### src/rtl/u8d_pkg.sv
// Package for the UTF-8 DFA decoder: state codes, item and result types,
// byte class and transition tables. No dependencies.
package u8d_pkg;

  localparam int unsigned StateW    = 4;
  localparam int unsigned ClassW    = 4;
  localparam int unsigned CpW       = 32;
  localparam int unsigned NumStates = 9;
  localparam int unsigned NumClass  = 16;

  localparam logic [StateW-1:0] AcceptState = 4'd0;
  localparam logic [StateW-1:0] RejectState = 4'd1;

  localparam logic [ClassW-1:0] ClsAscii  = 4'd0;
  localparam logic [ClassW-1:0] ClsCont1  = 4'd1;
  localparam logic [ClassW-1:0] ClsLead2  = 4'd2;
  localparam logic [ClassW-1:0] ClsLead3  = 4'd3;
  localparam logic [ClassW-1:0] ClsLeadED = 4'd4;
  localparam logic [ClassW-1:0] ClsLeadF4 = 4'd5;
  localparam logic [ClassW-1:0] ClsLead4  = 4'd6;
  localparam logic [ClassW-1:0] ClsCont3  = 4'd7;
  localparam logic [ClassW-1:0] ClsBad    = 4'd8;
  localparam logic [ClassW-1:0] ClsCont2  = 4'd9;
  localparam logic [ClassW-1:0] ClsLeadE0 = 4'hA;
  localparam logic [ClassW-1:0] ClsLeadF0 = 4'hB;

  typedef struct packed {
    logic [7:0] data_byte;
    logic       last_byte;
  } u8d_item_t;

  typedef struct packed {
    logic [StateW-1:0] dfa_state;
    logic [CpW-1:0]    code_point;
    logic              code_point_done;
    logic              rejected;
    logic              string_valid;
  } u8d_res_t;

  typedef logic [StateW-1:0] u8d_row_t [NumClass];

  localparam u8d_row_t NextState [NumStates] = '{
    '{4'd0,4'd1,4'd2,4'd3,4'd5,4'd8,4'd7,4'd1,4'd1,4'd1,4'd4,4'd6,4'd1,4'd1,4'd1,4'd1},
    '{4'd1,4'd1,4'd1,4'd1,4'd1,4'd1,4'd1,4'd1,4'd1,4'd1,4'd1,4'd1,4'd1,4'd1,4'd1,4'd1},
    '{4'd1,4'd0,4'd1,4'd1,4'd1,4'd1,4'd1,4'd0,4'd1,4'd0,4'd1,4'd1,4'd1,4'd1,4'd1,4'd1},
    '{4'd1,4'd2,4'd1,4'd1,4'd1,4'd1,4'd1,4'd2,4'd1,4'd2,4'd1,4'd1,4'd1,4'd1,4'd1,4'd1},
    '{4'd1,4'd1,4'd1,4'd1,4'd1,4'd1,4'd1,4'd2,4'd1,4'd1,4'd1,4'd1,4'd1,4'd1,4'd1,4'd1},
    '{4'd1,4'd2,4'd1,4'd1,4'd1,4'd1,4'd1,4'd1,4'd1,4'd2,4'd1,4'd1,4'd1,4'd1,4'd1,4'd1},
    '{4'd1,4'd1,4'd1,4'd1,4'd1,4'd1,4'd1,4'd3,4'd1,4'd3,4'd1,4'd1,4'd1,4'd1,4'd1,4'd1},
    '{4'd1,4'd3,4'd1,4'd1,4'd1,4'd1,4'd1,4'd3,4'd1,4'd3,4'd1,4'd1,4'd1,4'd1,4'd1,4'd1},
    '{4'd1,4'd3,4'd1,4'd1,4'd1,4'd1,4'd1,4'd1,4'd1,4'd1,4'd1,4'd1,4'd1,4'd1,4'd1,4'd1}
  };

  function automatic logic [ClassW-1:0] byte_class(input logic [7:0] b);
    logic [ClassW-1:0] cls;
    priority if (b <= 8'h7F) cls = ClsAscii;
    else if (b <= 8'h8F)     cls = ClsCont1;
    else if (b <= 8'h9F)     cls = ClsCont2;
    else if (b <= 8'hBF)     cls = ClsCont3;
    else if (b <= 8'hC1)     cls = ClsBad;
    else if (b <= 8'hDF)     cls = ClsLead2;
    else if (b == 8'hE0)     cls = ClsLeadE0;
    else if (b == 8'hED)     cls = ClsLeadED;
    else if (b <= 8'hEF)     cls = ClsLead3;
    else if (b == 8'hF0)     cls = ClsLeadF0;
    else if (b <= 8'hF3)     cls = ClsLead4;
    else if (b == 8'hF4)     cls = ClsLeadF4;
    else                     cls = ClsBad;
    return cls;
  endfunction

  function automatic logic [StateW-1:0] next_state(input logic [StateW-1:0] st,
                                                   input logic [ClassW-1:0] cls);
    logic [StateW-1:0] ns;
    if (st < StateW'(NumStates)) begin
      ns = NextState[st][cls];
    end else begin
      ns = RejectState;
    end
    return ns;
  endfunction

endpackage

### src/rtl/u8d_if.sv
// Channel interfaces for the UTF-8 DFA decoder: byte items in, results out.
// Depends on u8d_pkg.
interface u8d_in_if import u8d_pkg::*; ();
  logic       valid;
  logic       ready;
  logic [7:0] data_byte;
  logic       last_byte;

  modport source (output valid, data_byte, last_byte, input ready);
  modport sink   (input valid, data_byte, last_byte, output ready);
endinterface

interface u8d_out_if import u8d_pkg::*; ();
  logic              valid;
  logic              ready;
  logic [StateW-1:0] dfa_state;
  logic [CpW-1:0]    code_point;
  logic              code_point_done;
  logic              rejected;
  logic              string_valid;

  modport source (output valid, dfa_state, code_point, code_point_done, rejected,
                  string_valid, input ready);
  modport sink   (input valid, dfa_state, code_point, code_point_done, rejected,
                  string_valid, output ready);
endinterface

### src/rtl/u8d_step.sv
// One decoder step: byte class lookup, transition, code point accumulation.
// Depends on u8d_pkg.
module u8d_step import u8d_pkg::*; (
  input  logic [StateW-1:0] state_i,
  input  logic [CpW-1:0]    acc_i,
  input  u8d_item_t         item_i,
  output u8d_res_t          res_o,
  output logic [StateW-1:0] state_d_o,
  output logic [CpW-1:0]    acc_d_o
);

  logic [ClassW-1:0] cls;
  logic [StateW-1:0] ns;
  logic [CpW-1:0]    acc_new;
  logic [7:0]        lead_mask;

  always_comb begin
    cls       = byte_class(item_i.data_byte);
    ns        = next_state(state_i, cls);
    lead_mask = 8'hFF >> cls;
    if (state_i != AcceptState) begin
      acc_new = {acc_i[CpW-7:0], item_i.data_byte[5:0]};
    end else begin
      acc_new = {{(CpW-8){1'b0}}, lead_mask & item_i.data_byte};
    end

    res_o.dfa_state       = ns;
    res_o.code_point      = acc_new;
    res_o.code_point_done = (ns == AcceptState);
    res_o.rejected        = (ns == RejectState);
    res_o.string_valid    = item_i.last_byte && (ns == AcceptState);

    // end of string closes the decoder back to accept
    state_d_o = item_i.last_byte ? AcceptState : ns;
    acc_d_o   = item_i.last_byte ? '0 : acc_new;
  end

endmodule

### src/rtl/utf8_dfa_decoder.sv
// UTF-8 DFA decoder top level: input register, one step, result register.
// Throughput: 1 item per cycle while the output is ready, set by the decoder state
// loop through the class and transition tables.
// Reset: decoder state to accept, code point accumulator to zero, both stages empty.
// Depends on u8d_pkg, u8d_if, u8d_step.
module utf8_dfa_decoder import u8d_pkg::*; (
  input  logic      clk_i,
  input  logic      rst_ni,
  u8d_in_if.sink    in_i,
  u8d_out_if.source out_o
);

  u8d_item_t         item_q;
  logic              in_valid_q;
  u8d_res_t          res_q, res_d;
  logic              out_valid_q;
  logic [StateW-1:0] state_q, state_d;
  logic [CpW-1:0]    acc_q, acc_d;
  logic              adv;

  assign adv      = !out_valid_q || out_o.ready;
  assign in_i.ready = !in_valid_q || adv;

  u8d_step u_step (
    .state_i   (state_q),
    .acc_i     (acc_q),
    .item_i    (item_q),
    .res_o     (res_d),
    .state_d_o (state_d),
    .acc_d_o   (acc_d)
  );

  always_ff @(posedge clk_i or negedge rst_ni) begin
    if (!rst_ni) begin
      in_valid_q  <= 1'b0;
      out_valid_q <= 1'b0;
      state_q     <= AcceptState;
      acc_q       <= '0;
    end else begin
      if (in_i.ready) begin
        in_valid_q <= in_i.valid;
      end
      if (adv) begin
        out_valid_q <= in_valid_q;
        if (in_valid_q) begin
          state_q <= state_d;
          acc_q   <= acc_d;
        end
      end
    end
  end

  always_ff @(posedge clk_i) begin
    if (in_i.ready && in_i.valid) begin
      item_q.data_byte <= in_i.data_byte;
      item_q.last_byte <= in_i.last_byte;
    end
    if (adv && in_valid_q) begin
      res_q <= res_d;
    end
  end

  assign out_o.valid           = out_valid_q;
  assign out_o.dfa_state       = res_q.dfa_state;
  assign out_o.code_point      = res_q.code_point;
  assign out_o.code_point_done = res_q.code_point_done;
  assign out_o.rejected        = res_q.rejected;
  assign out_o.string_valid    = res_q.string_valid;

  a_state_range: assert property (@(posedge clk_i) disable iff (!rst_ni)
    state_q < StateW'(NumStates))
    else $error("decoder state out of range");

  a_last_closes: assert property (@(posedge clk_i) disable iff (!rst_ni)
    (adv && in_valid_q && item_q.last_byte) |=> (state_q == AcceptState && acc_q == '0))
    else $error("string end did not return decoder to accept");

  a_valid_done: assert property (@(posedge clk_i) disable iff (!rst_ni)
    (out_o.valid && out_o.string_valid) |-> (out_o.code_point_done && !out_o.rejected))
    else $error("valid string without completed code point");

  a_state_follows: assert property (@(posedge clk_i) disable iff (!rst_ni)
    (adv && in_valid_q && !item_q.last_byte) |=> (state_q == res_q.dfa_state))
    else $error("decoder state differs from reported state");

endmodule

### src/flat_wrapper.sv
// flat-port wrapper written by rule: the top's interface ports become plain ports
module utf8_dfa_decoder_flat import u8d_pkg::*;
  (clk_i, rst_ni, in_i_valid, in_i_data_byte, in_i_last_byte, in_i_ready, out_o_valid, out_o_dfa_state, out_o_code_point, out_o_code_point_done, out_o_rejected, out_o_string_valid, out_o_ready);
  u8d_in_if in_i_i ();
  u8d_out_if out_o_i ();
  input  logic clk_i;
  input  logic rst_ni;
  input wire logic [$bits(in_i_i.valid)-1:0] in_i_valid;
  input wire logic [$bits(in_i_i.data_byte)-1:0] in_i_data_byte;
  input wire logic [$bits(in_i_i.last_byte)-1:0] in_i_last_byte;
  output wire logic [$bits(in_i_i.ready)-1:0] in_i_ready;
  output wire logic [$bits(out_o_i.valid)-1:0] out_o_valid;
  output wire logic [$bits(out_o_i.dfa_state)-1:0] out_o_dfa_state;
  output wire logic [$bits(out_o_i.code_point)-1:0] out_o_code_point;
  output wire logic [$bits(out_o_i.code_point_done)-1:0] out_o_code_point_done;
  output wire logic [$bits(out_o_i.rejected)-1:0] out_o_rejected;
  output wire logic [$bits(out_o_i.string_valid)-1:0] out_o_string_valid;
  input wire logic [$bits(out_o_i.ready)-1:0] out_o_ready;
  assign in_i_i.valid = in_i_valid;
  assign in_i_i.data_byte = in_i_data_byte;
  assign in_i_i.last_byte = in_i_last_byte;
  assign in_i_ready = in_i_i.ready;
  assign out_o_valid = out_o_i.valid;
  assign out_o_dfa_state = out_o_i.dfa_state;
  assign out_o_code_point = out_o_i.code_point;
  assign out_o_code_point_done = out_o_i.code_point_done;
  assign out_o_rejected = out_o_i.rejected;
  assign out_o_string_valid = out_o_i.string_valid;
  assign out_o_i.ready = out_o_ready;
  utf8_dfa_decoder u_core (.clk_i(clk_i), .rst_ni(rst_ni), .in_i(in_i_i), .out_o(out_o_i));
endmodule
### config.mk
export PLATFORM = sky130hd
export DESIGN_NAME = utf8_dfa_decoder_flat
export DESIGN_NICKNAME = d
export VERILOG_FILES = /design/src/rtl/u8d_pkg.sv /design/src/rtl/u8d_if.sv /design/src/rtl/u8d_step.sv /design/src/rtl/utf8_dfa_decoder.sv /design/src/flat_wrapper.sv
export SDC_FILE = /design/constraint.sdc
export NUM_CORES = 1
export LEC_CHECK = 0
export BUFFER_PORTS_ARGS = -buffer_cell sky130_fd_sc_hd__buf_2
export CAP_MARGIN = 20
export CORE_UTILIZATION = 30
export CTS_CLUSTER_SIZE = 8
export DETAILED_ROUTE_END_ITERATION = 6
export PLACE_DENSITY = 0.49
export SYNTH_ARGS = -nofsm -noshare
export SYNTH_HDL_FRONTEND = slang
export SYNTH_HIERARCHICAL = 1
export SYNTH_SLANG_ARGS = --single-unit
### constraint.sdc
create_clock -name clk_i -period 2.3 [get_ports clk_i]
set_input_delay 0.115 -clock clk_i [delete_from_list [all_inputs] [get_ports clk_i]]
set_output_delay 0.115 -clock clk_i [all_outputs]
set_load 0.01 [all_outputs]
==> summary.md <==
| Metric | Value |
|---|---|
| Pre-CTS WS | `-0.146 ns` |
| Worst-Margin Slew | `0.783 ns` |
| Root Driver | `clkbuf_16` |
| DRT iter0 DRCs | `151` |
| Avg Cell Area, Syn | `13.4 µm²` |
| Synth Instances | `291` |
| Post-Route WL | `7950 µm` |
| Antenna Violating Nets Remaining | `0` |
| Die Span Y | `116 µm` |
| Final period util | `106%` |
| Layout area overhead | `32.5%` |
| Syn Nets | `304` |
| Dpl hpwl | `5020 µm` |
| Total track usage | `13.0%` |
| Die Footprint | `0.0135 mm²` |
| Hold EP | `u_core/out_o.valid` |
| Cell Area, Synth | `0.00390 mm²` |
| Via count | `2,563` |
| Synth warn | `6` |
| Initial Utilization | `30.8%` |
| Crit path DAT | `2.53 ns` |
| RSZ-0062 raised after global routing | `true` |
| Total Nets Final | `406` |
| Worst path required time | `2.40 ns` |
| Total congestion overflow | `0` |
| Reg area | `0.00224 mm²` |
| Pre-antenna DRT Iters | `4` |
| Fin. max-slew vios | `0` |
| Worst hold path class | `input port to register` |
| Crit-path max cell delay | `0.59 ns` |
| Cell Pwr Density | `751 mW/mm²` |
| Critical R2R Launch | `u_core/item_q[2]` |
| Global-route wire length before repair | `13,100 µm` |
| Die span in x | `116 µm` |
| Number of core rows | `41` |
| Hold depth | `3` |
| Clock skew | `0.00625 ns` |
| TritonCTS clock tree | `yes` |
| Clk_lat worst skew | `0.34 ns` |
| Vias in the first global route | `2,640` |
| Setup slack after layout | `-0.131 ns` |
| Reg clk slew, reported paths | `0.06 ns` |
| Worst vdd ir | `0.000484 V` |
| WS Path Type | `register to register` |
| Final Critical Period | `2.43 ns` |
| Via density | `4.50` |
| Initial antenna violation count | `0` |
| Worst setup SP type | `register` |
| Drt drc | `0` |
| Layout cells sized above 1 | `45.2%` |
| Ports | `54` |
| Reg2reg end | `u_core/out_o.string_valid` |
| IO Port Bufs | `53` |
| Final TNS setup | `-0.680 ns` |
| Worst reg2reg path depth | `8` |
| GPL Wtd Cong | `0.823` |
| Failing checks | `negative setup slack` |
| Crit path capture type | `register` |
| Final setup fails | `8` |
| Critical-path top delay cell | `or4_4` |
| Max-slew headroom | `47.8%` |
| Crit path max fanout | `5` |
| Fin. Hold Viols | `0` |
| Core area | `0.0127 mm²` |
| # diodes | `0` |
| Avg WL per Cell | `14.0 µm` |
| Number of max-cap violations | `0` |
| Maximum clock frequency | `411 MHz` |
| H-tree depth | `3` |
| Hold path start | `out_o_ready` |
| Crit-path cells | `or4_4, o22a_4, o21ai_4, o2111ai_2, a31o_1, buf_4, nand3b_1, nor3b_2` |
| Leakage | `2.15 nW` |
| Area of the multi-input gates | `0.00168 mm²` |
| Largest net degree at the start of global routing | `33` |
| Flop2flop setup slack | `-0.13 ns` |
| Status | `finished, violations left` |
| Max Root-Sink Buffers | `2` |
| Num CTS Buffers | `9` |
| # fillers | `1,232` |
| Clock sink count | `80` |
-- flip-flops by register name, indices dropped and copies added (netlist names), 4 cells and up --
name                     cells
u_core/out_o.code_point     32
u_core/state_q               4
u_core/acc_q                26
u_core/item_q                9
u_core/out_o.dfa_state       4
-- stage by stage --
step / area, µm² / util [%] / power [mW] / instances / hold slack, ns
global route: 5170 / 40.8 / 4.09 / 570 / 0.0738
detailed placement: 4520 / 35.7 / 2.54 / 528 / 0.261
floorplan: 3910 / - / 2.27 / 291 / -0.181
finish: 5170 / 40.8 / 3.88 / 570 / 0.0733
global placement: 4520 / 35.7 / 2.54 / 528 / 0.250
CTS: 5030 / 39.7 / 3.91 / 563 / 0.0619
-- routing by layer --
metal,track usage (%),up-vias,routed length (µm)
met3,5.13,14,343
met5,0,-,0
met4,4.62,0,146
met2,21.7,64,3970
met1,15.3,1227,3490
li1,-,1258,-
-- power by group --
group	internal [mW]	switching, mW
clock network	0.725	0.563
logic	0.384	0.449
registers	1.68	0.0776
total	2.79	1.09
-- worst max-delay path: cells and delay by family, from the launching register on --
family,cells,cell delay [ns]
AND/OR/NAND/NOR,3,0.76
buffers and inverters,1,0.13
flip-flops,1,0.47
AO/OA/AOI/OAI,4,0.84
-- cell usage in the layout (no fill, tap or decap), drive strengths merged, types with 5 or more instances in the layout --
master / count
dlygate4sd3: 11
mux2: 30
o21ai: 7
clkbuf: 10
nand2: 12
nor3: 5
nor2b: 56
dfrtp: 32
buf: 99
nor2: 12
inv: 5
edfxtp: 48
-- area by class of cell --
type | instances | area share (%)
clock buffers | 10 | 4.43
clock inverters | 6 | 0.701
inverters | 4 | 0.290
multi-input cells | 188 | 32.5
flip-flops and latches | 80 | 43.3
well taps | 172 | 4.16
repair buffers | 110 | 14.5
-- worst max path at each step --
| stage | startpoint | end | slack [ns] | cells past startpoint |
|---|---|---|---|---|
| floorplan | u_core/item_q[2] | u_core/out_o.rejected | -0.04 | 8 |
| global placement | u_core/item_q[2] | u_core/out_o.rejected | -0.1 | 7 |
| detailed placement | u_core/item_q[2] | u_core/state_q[0] | -0.15 | 8 |
| CTS | u_core/item_q[3] | u_core/state_q[1] | -0.14 | 10 |
| global route | u_core/item_q[2] | u_core/out_o.code_point_done | -0.22 | 8 |
| finish | u_core/item_q[2] | u_core/out_o.string_valid | -0.13 | 8 |
-- what timing repair did --
action / 4_1_cts / 5_1_grt
hold endpoints to repair: 42 / 0
pin swaps: 9 / 11
endpoints found under the setup margin: 9 / 16
gates resized for setup: 15 / 21
hold buffers: 11 / 0
buffers inserted: 8 / 7
(Power assumes the default switching activity.)
